**src/design/dmlc_pkg.sv**
```systemverilog
`timescale 1ns / 1ps
// ----------------------------------------------------------------------------
// dmlc_pkg
// shared types, codes and helpers of the drive mode and launch controller
// ----------------------------------------------------------------------------
package dmlc_pkg;

   localparam int CSR_INDEX_W = 3;
   localparam int CSR_DATA_W  = 16;
   localparam int REQ_DATA_W  = 40;
   localparam int RSP_DATA_W  = 8;

   localparam logic [CSR_INDEX_W-1:0] REG_BUTTON_FRAME_ID   = 3'd0;
   localparam logic [CSR_INDEX_W-1:0] REG_PRESS_CODE        = 3'd1;
   localparam logic [CSR_INDEX_W-1:0] REG_RELEASE_CODE      = 3'd2;
   localparam logic [CSR_INDEX_W-1:0] REG_LAUNCH_RPM_LOW    = 3'd3;
   localparam logic [CSR_INDEX_W-1:0] REG_LAUNCH_RPM_HIGH   = 3'd4;
   localparam logic [CSR_INDEX_W-1:0] REG_WARN_START_RPM    = 3'd5;
   localparam logic [CSR_INDEX_W-1:0] REG_PROFILE_STAB_MODE = 3'd6;
   localparam logic [CSR_INDEX_W-1:0] REG_LAUNCH_ENABLE     = 3'd7;

   localparam logic [1:0] STAB_ON    = 2'd0;
   localparam logic [1:0] STAB_OFF   = 2'd1;
   localparam logic [1:0] STAB_TRACK = 2'd2;

   localparam logic [2:0] KIND_SPORT_ON   = 3'd0;
   localparam logic [2:0] KIND_SPORT_OFF  = 3'd1;
   localparam logic [2:0] KIND_MENU       = 3'd2;
   localparam logic [2:0] KIND_STAB_BASE  = 3'd3;
   localparam logic [2:0] KIND_FLASH      = 3'd6;
   localparam logic [2:0] KIND_LIGHTS_OFF = 3'd7;

   localparam logic [7:0] HOLD_LIMIT = 8'd10;
   localparam logic [7:0] HOLD_MAX   = 8'd255;

   typedef struct packed {
      logic [10:0] button_frame_id;
      logic [7:0]  press_code;
      logic [7:0]  release_code;
      logic [15:0] launch_rpm_low;
      logic [15:0] launch_rpm_high;
      logic [15:0] warn_start_rpm;
      logic [1:0]  profile_stability_mode;
      logic        launch_enable;
   } cfg_type;

   typedef struct packed {
      logic        mode;
      logic [10:0] frame_id;
      logic [7:0]  frame_byte;
      logic [15:0] engine_rpm;
      logic        clutch_down;
      logic        car_moving;
   } req_type;

   typedef struct packed {
      logic [1:0] count;
      logic [2:0] kind0;
      logic [2:0] kind1;
      logic       sport_active;
      logic [1:0] stability_status;
   } rsp_set_type;

   function automatic rsp_set_type emit_kind(rsp_set_type s, logic [2:0] kind);
      rsp_set_type r;
      r = s;
      if (s.count == 2'd0) begin
         r.kind0 = kind;
         r.count = 2'd1;
      end else begin
         r.kind1 = kind;
         r.count = 2'd2;
      end
      return r;
   endfunction

endpackage

```
**src/design/dmlc_cfg_regs.sv**
```systemverilog
`timescale 1ns / 1ps
// ----------------------------------------------------------------------------
// dmlc_cfg_regs
// configuration register file, written through the csr port
// ----------------------------------------------------------------------------
module dmlc_cfg_regs (
   input  logic                            clock,
   input  logic                            reset,
   input  logic                            csr_we,
   input  logic [dmlc_pkg::CSR_INDEX_W-1:0] csr_index,
   input  logic [dmlc_pkg::CSR_DATA_W-1:0]  csr_wdata,
   output dmlc_pkg::cfg_type               cfg
);
   import dmlc_pkg::*;

   cfg_type cfg_ff;
   cfg_type cfg_in;

   always_comb begin
      cfg_in = cfg_ff;
      if (csr_we) begin
         case (csr_index)
            REG_BUTTON_FRAME_ID:   cfg_in.button_frame_id        = csr_wdata[10:0];
            REG_PRESS_CODE:        cfg_in.press_code             = csr_wdata[7:0];
            REG_RELEASE_CODE:      cfg_in.release_code           = csr_wdata[7:0];
            REG_LAUNCH_RPM_LOW:    cfg_in.launch_rpm_low         = csr_wdata;
            REG_LAUNCH_RPM_HIGH:   cfg_in.launch_rpm_high        = csr_wdata;
            REG_WARN_START_RPM:    cfg_in.warn_start_rpm         = csr_wdata;
            REG_PROFILE_STAB_MODE: cfg_in.profile_stability_mode = csr_wdata[1:0];
            REG_LAUNCH_ENABLE:     cfg_in.launch_enable          = csr_wdata[0];
            default: begin
               cfg_in = cfg_ff;
            end
         endcase
      end
   end

   always_ff @(posedge clock) begin
      if (reset) begin
         cfg_ff <= '0;
      end else begin
         cfg_ff <= cfg_in;
      end
   end

   assign cfg = cfg_ff;

endmodule

```
**src/design/dmlc_core.sv**
```systemverilog
`timescale 1ns / 1ps
// ----------------------------------------------------------------------------
// dmlc_core
// button and launch state, and the result words of one registered item
// ----------------------------------------------------------------------------
module dmlc_core (
   input  logic                  clock,
   input  logic                  reset,
   input  dmlc_pkg::cfg_type     cfg,
   input  dmlc_pkg::req_type     req,
   input  logic                  step,
   output dmlc_pkg::rsp_set_type rsp_set
);
   import dmlc_pkg::*;

   logic       button_held_ff, button_held_in;
   logic [7:0] hold_count_ff, hold_count_in;
   logic       sport_on_ff, sport_on_in;
   logic [1:0] stability_now_ff, stability_now_in;
   logic       launch_armed_ff, launch_armed_in;

   always_comb begin
      rsp_set_type s;
      logic        profile_ok;
      logic        in_window;
      s                = '0;
      profile_ok       = (cfg.profile_stability_mode <= STAB_TRACK);
      in_window        = (cfg.launch_rpm_low <= req.engine_rpm) &&
                         (req.engine_rpm <= cfg.launch_rpm_high);
      button_held_in   = button_held_ff;
      hold_count_in    = hold_count_ff;
      sport_on_in      = sport_on_ff;
      stability_now_in = stability_now_ff;
      launch_armed_in  = launch_armed_ff;

      if (!req.mode) begin
         if (req.frame_id == cfg.button_frame_id) begin
            if (req.frame_byte == cfg.press_code && !button_held_ff) begin
               button_held_in = 1'b1;
               hold_count_in  = 8'd0;
            end else if (req.frame_byte == cfg.release_code && button_held_ff) begin
               button_held_in = 1'b0;
               hold_count_in  = 8'd0;
               if (hold_count_ff < HOLD_LIMIT) begin
                  sport_on_in = !sport_on_ff;
                  if (!sport_on_ff) begin
                     s = emit_kind(s, KIND_SPORT_ON);
                     if (profile_ok && cfg.profile_stability_mode != stability_now_ff) begin
                        stability_now_in = cfg.profile_stability_mode;
                        s = emit_kind(s, KIND_STAB_BASE + {1'b0, cfg.profile_stability_mode});
                     end
                  end else begin
                     s = emit_kind(s, KIND_SPORT_OFF);
                     if (stability_now_ff != STAB_ON) begin
                        stability_now_in = STAB_ON;
                        s = emit_kind(s, KIND_STAB_BASE);
                     end
                  end
               end
            end
            if (button_held_in) begin
               if (hold_count_in < HOLD_MAX) begin
                  hold_count_in = hold_count_in + 8'd1;
               end
               if (hold_count_in > HOLD_LIMIT) begin
                  s = emit_kind(s, KIND_MENU);
               end
            end
         end
      end else if (cfg.launch_enable) begin
         if (in_window) begin
            if (req.clutch_down && !req.car_moving) begin
               launch_armed_in = 1'b1;
               s = emit_kind(s, KIND_FLASH);
               if (stability_now_ff != STAB_TRACK) begin
                  stability_now_in = STAB_TRACK;
                  s = emit_kind(s, KIND_STAB_BASE + {1'b0, STAB_TRACK});
               end
            end
         end else if (launch_armed_ff) begin
            launch_armed_in = 1'b0;
            if (req.engine_rpm < cfg.warn_start_rpm) begin
               s = emit_kind(s, KIND_LIGHTS_OFF);
            end
            if (profile_ok && stability_now_ff != cfg.profile_stability_mode) begin
               stability_now_in = cfg.profile_stability_mode;
               s = emit_kind(s, KIND_STAB_BASE + {1'b0, cfg.profile_stability_mode});
            end
         end
      end

      s.sport_active     = sport_on_in;
      s.stability_status = stability_now_in;
      rsp_set            = s;
   end

   always_ff @(posedge clock) begin
      if (reset) begin
         button_held_ff   <= 1'b0;
         hold_count_ff    <= 8'd0;
         sport_on_ff      <= 1'b0;
         stability_now_ff <= STAB_ON;
         launch_armed_ff  <= 1'b0;
      end else if (step) begin
         button_held_ff   <= button_held_in;
         hold_count_ff    <= hold_count_in;
         sport_on_ff      <= sport_on_in;
         stability_now_ff <= stability_now_in;
         launch_armed_ff  <= launch_armed_in;
      end
   end

endmodule

```
**src/design/dmlc_rsp_buf.sv**
```systemverilog
`timescale 1ns / 1ps
// ----------------------------------------------------------------------------
// dmlc_rsp_buf
// result register holding the up to two words of one item
// ----------------------------------------------------------------------------
module dmlc_rsp_buf (
   input  logic                               clock,
   input  logic                               reset,
   input  logic                               load,
   input  dmlc_pkg::rsp_set_type              rsp_set,
   output logic                               free,
   output logic                               rsp_tvalid,
   input  logic                               rsp_tready,
   output logic [dmlc_pkg::RSP_DATA_W-1:0]    rsp_tdata,
   output logic [2:0]                         rsp_tuser,
   output logic                               rsp_tlast
);
   import dmlc_pkg::*;

   rsp_set_type buf_ff, buf_in;
   logic        take;

   assign take = rsp_tvalid && rsp_tready;
   assign free = (buf_ff.count == 2'd0) || (buf_ff.count == 2'd1 && rsp_tready);

   always_comb begin
      buf_in = buf_ff;
      if (load) begin
         buf_in = rsp_set;
      end else if (take) begin
         if (buf_ff.count == 2'd2) begin
            buf_in.kind0 = buf_ff.kind1;
            buf_in.count = 2'd1;
         end else begin
            buf_in.count = 2'd0;
         end
      end
   end

   always_ff @(posedge clock) begin
      if (reset) begin
         buf_ff.count <= 2'd0;
      end else begin
         buf_ff.count <= buf_in.count;
      end
      buf_ff.kind0            <= buf_in.kind0;
      buf_ff.kind1            <= buf_in.kind1;
      buf_ff.sport_active     <= buf_in.sport_active;
      buf_ff.stability_status <= buf_in.stability_status;
   end

   assign rsp_tvalid = (buf_ff.count != 2'd0);
   assign rsp_tlast  = (buf_ff.count == 2'd1);
   assign rsp_tuser  = buf_ff.kind0;
   assign rsp_tdata  = {{(RSP_DATA_W-3){1'b0}}, buf_ff.stability_status,
                        buf_ff.sport_active};

endmodule

```
**src/design/drive_mode_launch_controller_top.sv**
```systemverilog
`timescale 1ns / 1ps
// ----------------------------------------------------------------------------
// drive_mode_launch_controller_top
// button press/hold tracking, sport toggle, menu request and launch control
// ----------------------------------------------------------------------------
// channel  dir  word
// req_     in   tuser: mode; tdata: frame_id, frame_byte, engine_rpm,
//                clutch_down, car_moving
// rsp_     out  tuser: message_kind; tdata: sport_active, stability_status;
//                tlast: last word of an item
// csr_     in   write enable, register index, write data
//
// an item is taken each cycle when it gives at most one word and rsp_ is
// ready; an item of two words holds back the next until its first word is
// taken; rsp_ moves one word a cycle while rsp_tready is high; items pass
// the input stage, then the result register, also those with no words
// synchronous reset clears state, registers and both stages
// a stalled rsp_ holds the result register and backs up into the input stage
// ----------------------------------------------------------------------------
module drive_mode_launch_controller_top (
   input  logic                               clock,
   input  logic                               reset,
   input  logic                               req_tvalid,
   output logic                               req_tready,
   // frame_id, frame_byte, engine_rpm, clutch_down, car_moving
   input  logic [dmlc_pkg::REQ_DATA_W-1:0]    req_tdata,
   input  logic [0:0]                         req_tuser,  // mode
   output logic                               rsp_tvalid,
   input  logic                               rsp_tready,
   output logic [dmlc_pkg::RSP_DATA_W-1:0]    rsp_tdata,  // sport_active, stability_status
   output logic [2:0]                         rsp_tuser,  // message_kind
   output logic                               rsp_tlast,
   input  logic                               csr_we,
   input  logic [dmlc_pkg::CSR_INDEX_W-1:0]   csr_index,
   input  logic [dmlc_pkg::CSR_DATA_W-1:0]    csr_wdata
);
   import dmlc_pkg::*;

   cfg_type     cfg;
   req_type     req_ff, req_in;
   logic        req_valid_ff, req_valid_in;
   rsp_set_type rsp_set;
   logic        buf_free;
   logic        advance;

   assign advance    = req_valid_ff && buf_free;
   assign req_tready = !req_valid_ff || advance;

   always_comb begin
      req_in.mode        = req_tuser[0];
      req_in.frame_id    = req_tdata[10:0];
      req_in.frame_byte  = req_tdata[18:11];
      req_in.engine_rpm  = req_tdata[34:19];
      req_in.clutch_down = req_tdata[35];
      req_in.car_moving  = req_tdata[36];
      req_valid_in       = req_valid_ff;
      if (req_tready) begin
         req_valid_in = req_tvalid;
      end
   end

   always_ff @(posedge clock) begin
      if (reset) begin
         req_valid_ff <= 1'b0;
      end else begin
         req_valid_ff <= req_valid_in;
      end
      if (req_tready && req_tvalid) begin
         req_ff <= req_in;
      end
   end

   dmlc_cfg_regs u_cfg (
      .clock     (clock),
      .reset     (reset),
      .csr_we    (csr_we),
      .csr_index (csr_index),
      .csr_wdata (csr_wdata),
      .cfg       (cfg)
   );

   dmlc_core u_core (
      .clock   (clock),
      .reset   (reset),
      .cfg     (cfg),
      .req     (req_ff),
      .step    (advance),
      .rsp_set (rsp_set)
   );

   dmlc_rsp_buf u_rsp (
      .clock      (clock),
      .reset      (reset),
      .load       (advance),
      .rsp_set    (rsp_set),
      .free       (buf_free),
      .rsp_tvalid (rsp_tvalid),
      .rsp_tready (rsp_tready),
      .rsp_tdata  (rsp_tdata),
      .rsp_tuser  (rsp_tuser),
      .rsp_tlast  (rsp_tlast)
   );

endmodule
```
**config.mk**
```make
export PLATFORM = sky130hd
export DESIGN_NAME = drive_mode_launch_controller_top
export DESIGN_NICKNAME = d
export VERILOG_FILES = /design/src/design/dmlc_pkg.sv /design/src/design/dmlc_cfg_regs.sv /design/src/design/dmlc_core.sv /design/src/design/dmlc_rsp_buf.sv /design/src/design/drive_mode_launch_controller_top.sv
export SDC_FILE = /design/constraint.sdc
export NUM_CORES = 1
export LEC_CHECK = 0
export BUFFER_PORTS_ARGS = -buffer_cell sky130_fd_sc_hd__clkbuf_2
export CORE_MARGIN = 3
export CORE_UTILIZATION = 45
export DETAILED_ROUTE_END_ITERATION = 7
export PLACE_DENSITY = 0.63
export SLEW_MARGIN = 20
export SYNTH_ARGS = -nofsm -noshare
export SYNTH_HDL_FRONTEND = slang
export SYNTH_SLANG_ARGS = --single-unit
```
**constraint.sdc**
```tcl
create_clock -name clock -period 3.1 [get_ports clock]
set_input_delay 0 -clock clock [delete_from_list [all_inputs] [get_ports clock]]
set_output_delay 0 -clock clock [all_outputs]
set_load 0.005 [all_outputs]
```
==> qor.yml, run 1 <==
fillers: 1433
worstPathArrival_ns: 3.14
powerDensity_nw_per_um2: 485
synthXorXnorAreaFrac_pct: 3.64
grt_pass1_wl_um: 28800
max-clock-path-buffers: 2
cts_buffers: 17
slew_headroom_pct: 47.6
timing_hold_violations_final: 0
synth_top_family_by_area: "simple AND/OR/NAND/NOR gates"
drive_gt1_share_pct: 14.8
clock_skew_ns: 0.00744
die_area_um2: 17600
grt_max_degree: 49
postLayoutCoreUtil_pct: 58.0
worstSkewPairLatency_ns: 0.43
fp.dieH_um: 133
r2r_end: "u_rsp.rsp_tuser[1]$_DFFE_PP_"
synth_fa_ha_area_share_pct: 9.02
rows: 45
cp-start-kind: "register"
clock-root-buffer: "clkbuf_16"
synth.distinct_cells: 63
yosys-mux-area-fraction_pct: 2.51
cpLargestDelayFamily: "simple AND/OR/NAND/NOR gates"
drc: 0
io_buffers: 70
max_slew.worst_pin.slew_ns: 0.784
antenna_found_initial: 0
grt_overflow: 0
coreArea_um2: 15400
syn_inst: 813
min_from: "csr_index[2]"
crit_buf_inv: 0
hpwlAfterDp_um: 11900
yosys_most_used_dff: "dfxtp_1"
wl_per_cell_um: 15.1
drv_cap: 0
synth.ff_latch_count: 141
reg2reg_depth: 12
synth_edf_count: 47
outcome: "finished, final reports clean"
vias: 5997
antenna_left: 0
start_util_pct: 46.8
cts.htree.levels: 4
cp_data_required_time_ns: 3.28
path_cells: "xor2_1 -> nor4_2 -> and3_1 -> nor2_4 -> and2_1 -> ha_1 -> and3_1 -> and4_2 -> a21oi_2 -> nor2_1 -> and3_1 -> a211o_1"
syn_to_final_growth_pct: 24.0
track_usage_pct: 20.5
slew_viol_final: 0
critPathCaptureType: "register"
fin_crit_sh_pct: 95.6
viasPerCell: 5.15
pre_cts_ws_ns: 0.0891
crit_top_cell: "and3_1"
holdCritPathClass: "in -> reg"
first_iter_violations: 340
rrSetupSlack_ns: 0.14
avgSynthCellArea_um2: 8.88
fmax_ghz: 0.337
setup_violations: 0
synthSimpleGateAreaFrac_pct: 19.1
synth_seq_area_share_pct: 45.6
path_class: "reg -> reg"
synth_compound_area_share_pct: 14.2
yosysWarnings: 0
first_pass_iters: 5
cts_tree: "done"
slowest_delay_ns: 0.43
syn_area_um2: 7220
cp_max_fo: 6
worst_slack_ns: 0.136
routabilityCongestion: 0.804
async_flop_share_pct: 0
routed_wl_um: 17600
nNetsFinal: 1058
worst_path_max_delay_cell: "edfxtp_1"
clk_pin_slew_ns: 0.06
hold_end: "u_cfg.cfg[22]$_SDFFE_PP0P_"
antenna_cells: 0
fp.dieW_um: 133
boundaryPins: 79
hold_depth: 5
cts.sinks: 141
p_leak_nw: 3.49
period_minus_slack_ns: 2.96
ir_drop_uv: 539
r2r_start: "req_ff[23]$_DFFE_PP_"
grt_pass1_vias: 5796
[placed cells by master, fill, tap and decap left out, types with 18 or more instances in the layout]
| master | instances |
|---|---|
| clkbuf_2 | 70 |
| dfxtp_1 | 94 |
| inv_1 | 59 |
| dlygate4sd3_1 | 59 |
| xnor2_1 | 22 |
| nand3_1 | 18 |
| edfxtp_1 | 47 |
| ha_1 | 52 |
| nand2_1 | 154 |
| a21oi_1 | 98 |
| nor2_1 | 39 |
| o21ai_0 | 18 |
[layout make-up]
type                    instances  area, um2  share of cell area [%]
flip-flops and latches        141       3290                    36.8
clock buffers                  18        439                    4.91
clock inverters                14        110                    1.23
well taps                     211        264                    2.95
multi-input cells             576       3560                    39.7
inverters                      59        221                    2.47
repair buffers                146       1070                    11.9
[per-layer routing]
metal	vias up	share of wire [%]	track usage, %	wire, um
met5	-	0	0	0
met4	0	1.1	4.79	200
met3	16	3.7	5.32	656
met2	109	47	34.2	8320
met1	2808	48	26.9	8420
li1	3064	-	-	-
[worst reg2reg max path, delay by kind of cell (launching register included)]
| kind | cells | cell delay, ns |
|---|---|---|
| AOI/OAI and AO/OA | 2 | 0.40 |
| xor gates and xnor gates | 1 | 0.18 |
| adders and majority gates | 1 | 0.20 |
| DFF | 1 | 0.43 |
| and+or+nand+nor | 8 | 1.52 |
[per-stage QoR]
stage / instances / power [mW] / cell area, um2 / TNS (ns) / hold WS, ns
final: 1165 / 4.34 / 8950 / 0 / 0.0366
after global routing: 1165 / 4.52 / 8950 / -0.0387 / 0.0670
after floorplan: 817 / 2.28 / 7240 / 0 / 0.0989
after detailed placement: 1073 / 2.42 / 7770 / 0 / 0.179
after global placement: 1073 / 2.42 / 7770 / 0 / 0.176
after CTS: 1164 / 4.37 / 8910 / 0 / 0.0196
[cell families (layout without fill, tap and decap cells)]
family          count (synthesis)  count (layout)
compound gates                171             171
xor+xnor                       30              30
fa+ha+maj                      52              52
buf+inv                       100             237
flops                         141             141
mux                            18              18
other cells                     1               5
simple gates                  300             300
[state kept, by name (all words and copies together), names as in the netlist]
signal and cells:
u_core.hold_count_ff 8, u_rsp.rsp_tuser 3, u_rsp.buf_ff 5, req_ff 38, u_rsp.rsp_tdata 3, u_core.stability_now_ff 2
u_core.launch_armed_ff 1, req_valid_ff 1, u_core.sport_on_ff 1, u_core.button_held_ff 1, u_cfg.cfg 78
[cell usage after synthesis, types with 7 or more instances]
cell | instances | area share (%)
nor2_1 | 40 | 2.1
a31oi_1 | 7 | 0.61
nor3_1 | 19 | 1.3
nand4_1 | 15 | 1.3
nand2b_1 | 7 | 0.61
nand2_1 | 154 | 8.0
ha_1 | 52 | 9.0
o21ai_0 | 18 | 1.2
edfxtp_1 | 47 | 20
clkbuf_1 | 27 | 1.4
a21oi_1 | 99 | 6.9
nor2b_1 | 8 | 0.69
nand3_1 | 18 | 1.2
xnor2_1 | 22 | 2.7
and3_1 | 9 | 0.78
dfxtp_1 | 94 | 26
mux2i_1 | 17 | 2.4
xor2_1 | 8 | 0.97
inv_1 | 59 | 3.1
buf_4 | 11 | 1.1
and2_1 | 8 | 0.69
[report_power, final]
part	switching, mW	total [mW]	internal (mW)
sequential	0.0470	2.02	1.97
combinational	0.224	0.419	0.195
clock	0.848	1.90	1.06
total	1.12	4.34	3.23
[timing repair]
item	4_1_cts	5_1_grt
setup endpoints to repair	0	1
gates resized for setup	0	7
hold endpoints to repair	116	0
setup buffers	0	1
hold buffers	59	0
[worst max path at each step]
| stage | start | end | cells after the start |
|---|---|---|---|
| CTS | req_ff[21]$_DFFE_PP_ | u_rsp.rsp_tuser[1]$_DFFE_PP_ | 12 |
| global route | req_ff[24]$_DFFE_PP_ | u_rsp.rsp_tuser[1]$_DFFE_PP_ | 13 |
| floorplan | req_ff[22]$_DFFE_PP_ | u_rsp.rsp_tuser[1]$_DFFE_PP_ | 12 |
| global placement | req_ff[21]$_DFFE_PP_ | u_rsp.rsp_tuser[1]$_DFFE_PP_ | 12 |
| finish | req_ff[23]$_DFFE_PP_ | u_rsp.rsp_tuser[1]$_DFFE_PP_ | 12 |
| detailed placement | req_ff[21]$_DFFE_PP_ | u_rsp.rsp_tuser[1]$_DFFE_PP_ | 12 |
Power figures use the tool's default switching activity.
==> run 2: changes to the inputs <==
--- a/config.mk
+++ b/config.mk
@@ -7,2 +7,3 @@
 export LEC_CHECK = 0
+export ABC_CLOCK_PERIOD_IN_PS = 3100
 export BUFFER_PORTS_ARGS = -buffer_cell sky130_fd_sc_hd__clkbuf_2
==> constraint.sdc (replaced) <==
create_clock -name clock -period 3.1 [get_ports clock]
set_input_delay 0.155 -clock clock [delete_from_list [all_inputs] [get_ports clock]]
set_output_delay 0.155 -clock clock [all_outputs]
set_load 0.005 [all_outputs]
==> run 2 against run 1 <==
  * Via count decreased by 1.2%
  * Utilization decreased by 0.83 points
  * Largest cell class unchanged
  * Clock-buffer cell count increased by 2
  * Total power increased by 1.7%
  * Clock power increased by 5%
  * Largest power group unchanged
==> qor.yml, run 2 (same netlist as run 1, synthesis figures left out) <==
slew_headroom_pct: 37.8  # -9.8 points
ir_drop_uv: 380  # -30%
syn_to_final_growth_pct: 22.3
max_slew.worst_pin.slew_ns: 0.933  # +0.149 ns
fin_crit_sh_pct: 92.5  # -3.1 points
cts.sinks: 141  # unchanged
clk_pin_slew_ns: 0.06  # about the same
cts.htree.levels: 4  # unchanged
fp.dieH_um: 133  # unchanged
post_cts_buffers: 0  # unchanged
max-clock-path-buffers: 2  # unchanged
fin_setup_tns_ns: 0  # unchanged
reg2reg_depth: 12  # unchanged
r2r_end: "u_rsp.rsp_tuser[1]$_DFFE_PP_"
antenna_left: 0  # unchanged
rrSetupSlack_ns: 0.23  # +0.09 ns
r2r_start: "req_ff[23]$_DFFE_PP_"
reg_top3: "u_cfg.cfg (78), req_ff (38), u_core.hold_count_ff (8)"
clock_skew_ns: 0.00848  # +0.00104 ns
drive_gt1_share_pct: 14.9  # +0.15 points
p_leak_nw: 3.43  # -1.8%
path_class: "reg -> reg"
setup_violations: 0  # unchanged
timing_hold_violations_final: 0  # unchanged
cp_data_required_time_ns: 3.26  # -0.02 ns
largest_reg_flops: 78  # unchanged
wl_per_cell_um: 15.3  # +1.0%
drc: 0  # unchanged
clock-root-buffer: "clkbuf_16"
hold_end: "u_cfg.cfg[47]$_SDFFE_PP0P_"
cp_max_fo: 6  # unchanged
cts_buffers: 17  # unchanged
fmax_ghz: 0.349  # +3.3%
powerDensity_nw_per_um2: 501  # +3.2%
antenna_found_initial: 0  # unchanged
grt_max_degree: 40  # -18%
holdCritPathClass: "in -> reg"
antenna_cells: 0  # unchanged
min_from: "csr_wdata[12]"
fp.dieW_um: 133  # unchanged
vias: 5926  # -1.2%
drv_cap: 0  # unchanged
final_cell_mix: "154 x nand2_1, 98 x a21oi_1, 94 x dfxtp_1, 70 x clkbuf_2, 59 x inv_1"
routabilityCongestion: 0.795  # -1.0%
layout_commonest_cell: "nand2_1"
rsz0062_at_grt: "no"
first_pass_iters: 5  # unchanged
top_layer_used: "met4"
period_minus_slack_ns: 2.87  # -0.0947 ns
wl_met2_um: 8390  # +0.87%
cts_tree: "done"
boundaryPins: 79  # unchanged
grt_pass1_wl_um: 28800  # about the same
slew_viol_final: 0  # unchanged
hold_depth: 3  # -2
outcome: "finished, final reports clean"
drt-met1-wl_um: 8280  # -1.7%
worstPathArrival_ns: 3.03  # -0.11 ns
grt_overflow: 0  # unchanged
nNetsFinal: 1042  # -1.5%
hpwlAfterDp_um: 12100  # +1.5%
routed_wl_um: 17500  # -0.34%
critPathCaptureType: "register"
io_buffers: 70  # unchanged
viasPerCell: 5.16  # +0.19%
first_iter_violations: 318  # -6.5%
largest-register: "u_cfg.cfg"
cp-start-kind: "register"
dr_wl_met3_um: 730  # +11%
start_util_pct: 46.8  # unchanged
worstSkewPairLatency_ns: 0.42  # about the same
track_usage_pct: 20.6  # +0.073 points
die_area_um2: 17600  # unchanged
postLayoutCoreUtil_pct: 57.2  # -0.83 points
rows: 45  # unchanged
grt_pass1_vias: 5766  # -0.52%
coreArea_um2: 15400  # unchanged
==> run 2: worst max-delay path, stage by stage, from the launching register on <==
cell      delay [ns]
edfxtp_1        0.41
xor2_1          0.17
nor4_2          0.32
and3_4          0.26
nor2_4          0.05
and2_1          0.16
ha_1            0.20
and3_1          0.19
and4_4          0.20
a21oi_2         0.12
nor2_1          0.06
and3_1          0.19
a211o_1         0.27
==> run 2: routing by layer <==
metal / GRT usage, % / up-vias
li1: - / 3030
met1: 27.6 / 2764
met2: 34.0 / 122
met3: 4.64 / 10
met4: 5.14 / 0
met5: 0 / -
==> run 2: area by class of cell <==
| type | count | area (um2) |
|---|---|---|
| Fill cell | 1422 | 6600 |
| Multi-Input combinational cell | 576 | 3560 |
| Sequential cell | 141 | 3290 |
| Timing Repair Buffer | 130 | 908 |
| Clock buffer | 20 | 437 |
| Tap cell | 211 | 264 |
| Inverter | 59 | 221 |
| Clock inverter | 12 | 139 |
==> run 2: worst max-delay path by stage <==
| stage | endpoint | slack (ns) | from | depth (start not counted) |
|---|---|---|---|---|
| floorplan | u_rsp.rsp_tuser[1]$_DFFE_PP_ | 0.14 | req_ff[22]$_DFFE_PP_ | 12 |
| global placement | u_rsp.rsp_tuser[1]$_DFFE_PP_ | 0.15 | req_ff[21]$_DFFE_PP_ | 12 |
| detailed placement | u_rsp.rsp_tuser[1]$_DFFE_PP_ | 0.09 | req_ff[21]$_DFFE_PP_ | 12 |
| CTS | u_rsp.rsp_tuser[1]$_DFFE_PP_ | 0.08 | req_ff[19]$_DFFE_PP_ | 13 |
| global route | u_rsp.rsp_tuser[1]$_DFFE_PP_ | 0.04 | req_ff[19]$_DFFE_PP_ | 14 |
| finish | u_rsp.rsp_tuser[1]$_DFFE_PP_ | 0.23 | req_ff[23]$_DFFE_PP_ | 12 |
==> run 2: through the flow <==
step | cell area [um2] | hold WS, ns | cells | worst slack (ns) | total power [mW]
floorplan | 7240 | 0.254 | 817 | 0.141 | 2.28
global placement | 7780 | 0.332 | 1074 | 0.154 | 2.42
detailed placement | 7780 | 0.334 | 1074 | 0.0949 | 2.42
CTS | 8790 | 0.000691 | 1149 | 0.0757 | 4.46
global route | 8820 | 0.00730 | 1149 | 0.0430 | 4.60
finish | 8820 | 0.0267 | 1149 | 0.231 | 4.42
==> run 2: repair_timing <==
item / CTS / global route
endpoints found under the setup margin: 0 / 1
hold buffers: 43 / 0
resized for setup: 0 / 9
hold endpoints to repair: 50 / 0
==> run 2: power by group <==
part | switching [mW] | internal, mW | total (mW)
registers | 0.0463 | 1.98 | 2.02
logic | 0.223 | 0.183 | 0.407
clock network | 0.797 | 1.19 | 1.99
==> run 3: changes to the inputs <==
Settings changed: REMOVE_ABC_BUFFERS from default to 1.
==> run 3 against run 2 <==
  * Global-route usage is essentially flat
  * Die area is the same
  * Critical path depth is the same
  * Fmax shrank 2.5%
  * Utilization grew 0.16 points
  * Combinational power is essentially flat
  * Clock skew grew 0.0064 ns
  * Flip-flop and latch count is the same
  * Sequential power is essentially flat
  * Wire length shrank 0.18%
  * Sequential share of layout area shrank 0.11 points
  * Critical endpoint unchanged
  * Largest power group unchanged
  * Highest routed layer unchanged
==> qor.yml, run 3 (same netlist as run 1, synthesis figures left out) <==
holdWs_ns: 0.0289  # +0.00217 ns
final_cell_mix: "154 x nand2_1, 98 x a21oi_1, 94 x dfxtp_1, 69 x clkbuf_2, 59 x inv_1"
nNetsFinal: 1043  # +0.096%
clk_pin_slew_ns: 0.06  # about the same
drive_gt1_share_pct: 15.1  # +0.20 points
syn_to_final_growth_pct: 22.6
cts_buffers: 17  # unchanged
r2r_start: "req_ff[25]$_DFFE_PP_"
antenna_cells: 0  # unchanged
clock-root-buffer: "clkbuf_16"
worst_slack_ns: 0.158  # -0.0731 ns
crit_top_cell: "and3_1"
rows: 45  # unchanged
clock_skew_ns: 0.0149  # +0.00643 ns
routabilityCongestion: 0.895  # +13%
reg_top3: "u_cfg.cfg (78), req_ff (38), u_core.hold_count_ff (8)"
startpoint: "req_ff[25]$_DFFE_PP_"
holdCritPathClass: "in -> reg"
grt_overflow: 0  # unchanged
grt_max_degree: 80  # +100%
layout_commonest_cell: "nand2_1"
first_iter_violations: 362  # +14%
path_cells: "xor2_1 -> nor3_1 -> and3_4 -> nor2_4 -> and2_1 -> ha_1 -> and3_1 -> and4_2 -> a21oi_2 -> nor2_1 -> and3_1 -> a211o_1"
cp_max_fo: 6  # unchanged
wl_per_cell_um: 15.2  # -0.26%
max-clock-path-buffers: 2  # unchanged
p_leak_nw: 3.46  # +0.74%
fin_crit_sh_pct: 94.9  # +2.4 points
die_area_um2: 17600  # unchanged
routed_wl_um: 17500  # -0.18%
io_buffers: 70  # unchanged
fin_setup_tns_ns: 0  # unchanged
fp.dieW_um: 133  # unchanged
cp_data_required_time_ns: 3.28  # +0.02 ns
largest_reg_flops: 78  # unchanged
r2r_end: "u_rsp.rsp_tuser[1]$_DFFE_PP_"
fmax_ghz: 0.340  # -2.5%
fp.dieH_um: 133  # unchanged
outcome: "finished, final reports clean"
start_util_pct: 46.8  # unchanged
antenna_left: 0  # unchanged
reg2reg_depth: 12  # unchanged
cts.htree.levels: 4  # unchanged
worst_path_max_delay_cell: "edfxtp_1"
worstPathArrival_ns: 3.12  # +0.09 ns
slew_headroom_pct: 46.0  # +8.3 points
max_slew.worst_pin.slew_ns: 0.807  # -0.126 ns
boundaryPins: 79  # unchanged
slowest_delay_ns: 0.44  # +0.03 ns
critPathCaptureType: "register"
stdcell_area_um2: 8850  # +0.28%
cts.sinks: 141  # unchanged
drc: 0  # unchanged
antenna_found_initial: 0  # unchanged
vias: 5973  # +0.79%
hold_depth: 3  # unchanged
hpwlAfterDp_um: 12100  # -0.12%
largest-register: "u_cfg.cfg"
worstSkewPairLatency_ns: 0.43  # about the same
coreArea_um2: 15400  # unchanged
endpoint: "u_rsp.rsp_tuser[1]$_DFFE_PP_"
rrSetupSlack_ns: 0.16  # -0.07 ns
path_class: "reg -> reg"
cts_tree: "done"
grt_pass1_vias: 5648  # -2.0%
placedInstanceArea_um2: 7780  # unchanged
track_usage_pct: 20.6  # +0.022 points
powerDensity_nw_per_um2: 501  # about the same
viasPerCell: 5.19  # +0.71%
cp-start-kind: "register"
timing_hold_violations_final: 0  # unchanged
pre_cts_ws_ns: 0.0691  # -0.0258 ns
setup_violations: 0  # unchanged
dp.cells: 1073  # -0.093%
grt_pass1_wl_um: 29000  # +0.60%
period_minus_slack_ns: 2.94  # +0.0731 ns
drv_cap: 0  # unchanged
finalNonFillerCells: 1150  # +0.087%
fillers: 1407  # -1.1%
ir_drop_uv: 403  # +6.1%
slew_viol_final: 0  # unchanged
first_pass_iters: 5  # unchanged
==> run 3: through the flow <==
stage	utilization (%)	power [mW]
5_1_grt	57.4	4.62
6_report	57.4	4.43
4_1_cts	57.0	4.47
2_1_floorplan	-	2.25
3_3_place_gp	50.4	2.42
3_5_place_dp	50.4	2.42
==> run 3: layout make-up <==
| type | instances | area, um2 | share of cell area (%) |
|---|---|---|---|
| clock inverter | 15 | 153 | 1.72 |
| tap | 211 | 264 | 2.98 |
| clock buffer | 17 | 425 | 4.81 |
| timing repair buffer | 131 | 931 | 10.5 |
| inverter | 59 | 221 | 2.50 |
| multi-input combinational | 576 | 3560 | 40.3 |
| sequential | 141 | 3290 | 37.2 |
==> run 3: worst min-delay path by stage <==
stage	from	to	slack (ns)
3_3_place_gp	req_tdata[21]	req_ff[4]$_DFFE_PP_	0.33
2_1_floorplan	reset	req_valid_ff$_SDFFE_PP0N_	0.22
5_1_grt	csr_wdata[8]	u_cfg.cfg[75]$_SDFFE_PP0P_	0.03
6_report	csr_wdata[8]	u_cfg.cfg[27]$_SDFFE_PP0P_	0.03
3_5_place_dp	req_tdata[36]	req_ff[0]$_DFFE_PP_	0.33
4_1_cts	csr_wdata[8]	u_cfg.cfg[27]$_SDFFE_PP0P_	0.02
==> run 3: metal layers <==
layer	part of all wire (%)	global-route usage [%]	routed length (um)
met5	0	0	0
met4	1.5	5.72	263
met3	4.0	4.26	693
met2	45	32.5	7950
met1	49	28.9	8600
==> run 3: what timing repair did <==
item | in CTS | in global routing
buffers inserted | 0 | 1
setup endpoints to repair | 0 | 1
hold buffers | 44 | 0
endpoints found under the hold margin | 54 | 0
resized for setup | 0 | 10
==> run 3: critical path: cells and delay by family (launching register included) <==
kind                     cells  cell delay [ns]
AND/OR/NAND/NOR              8             1.49
AO/OA/AOI/OAI                2             0.39
XOR/XNOR                     1             0.17
adder cells (fa/ha/maj)      1             0.20
flip-flops                   1             0.44
==> run 3: where the power goes <==
part | switching (mW) | total, mW | internal, mW
clock network | 0.868 | 2.00 | 1.13
registers | 0.0466 | 2.02 | 1.97
logic | 0.224 | 0.410 | 0.186
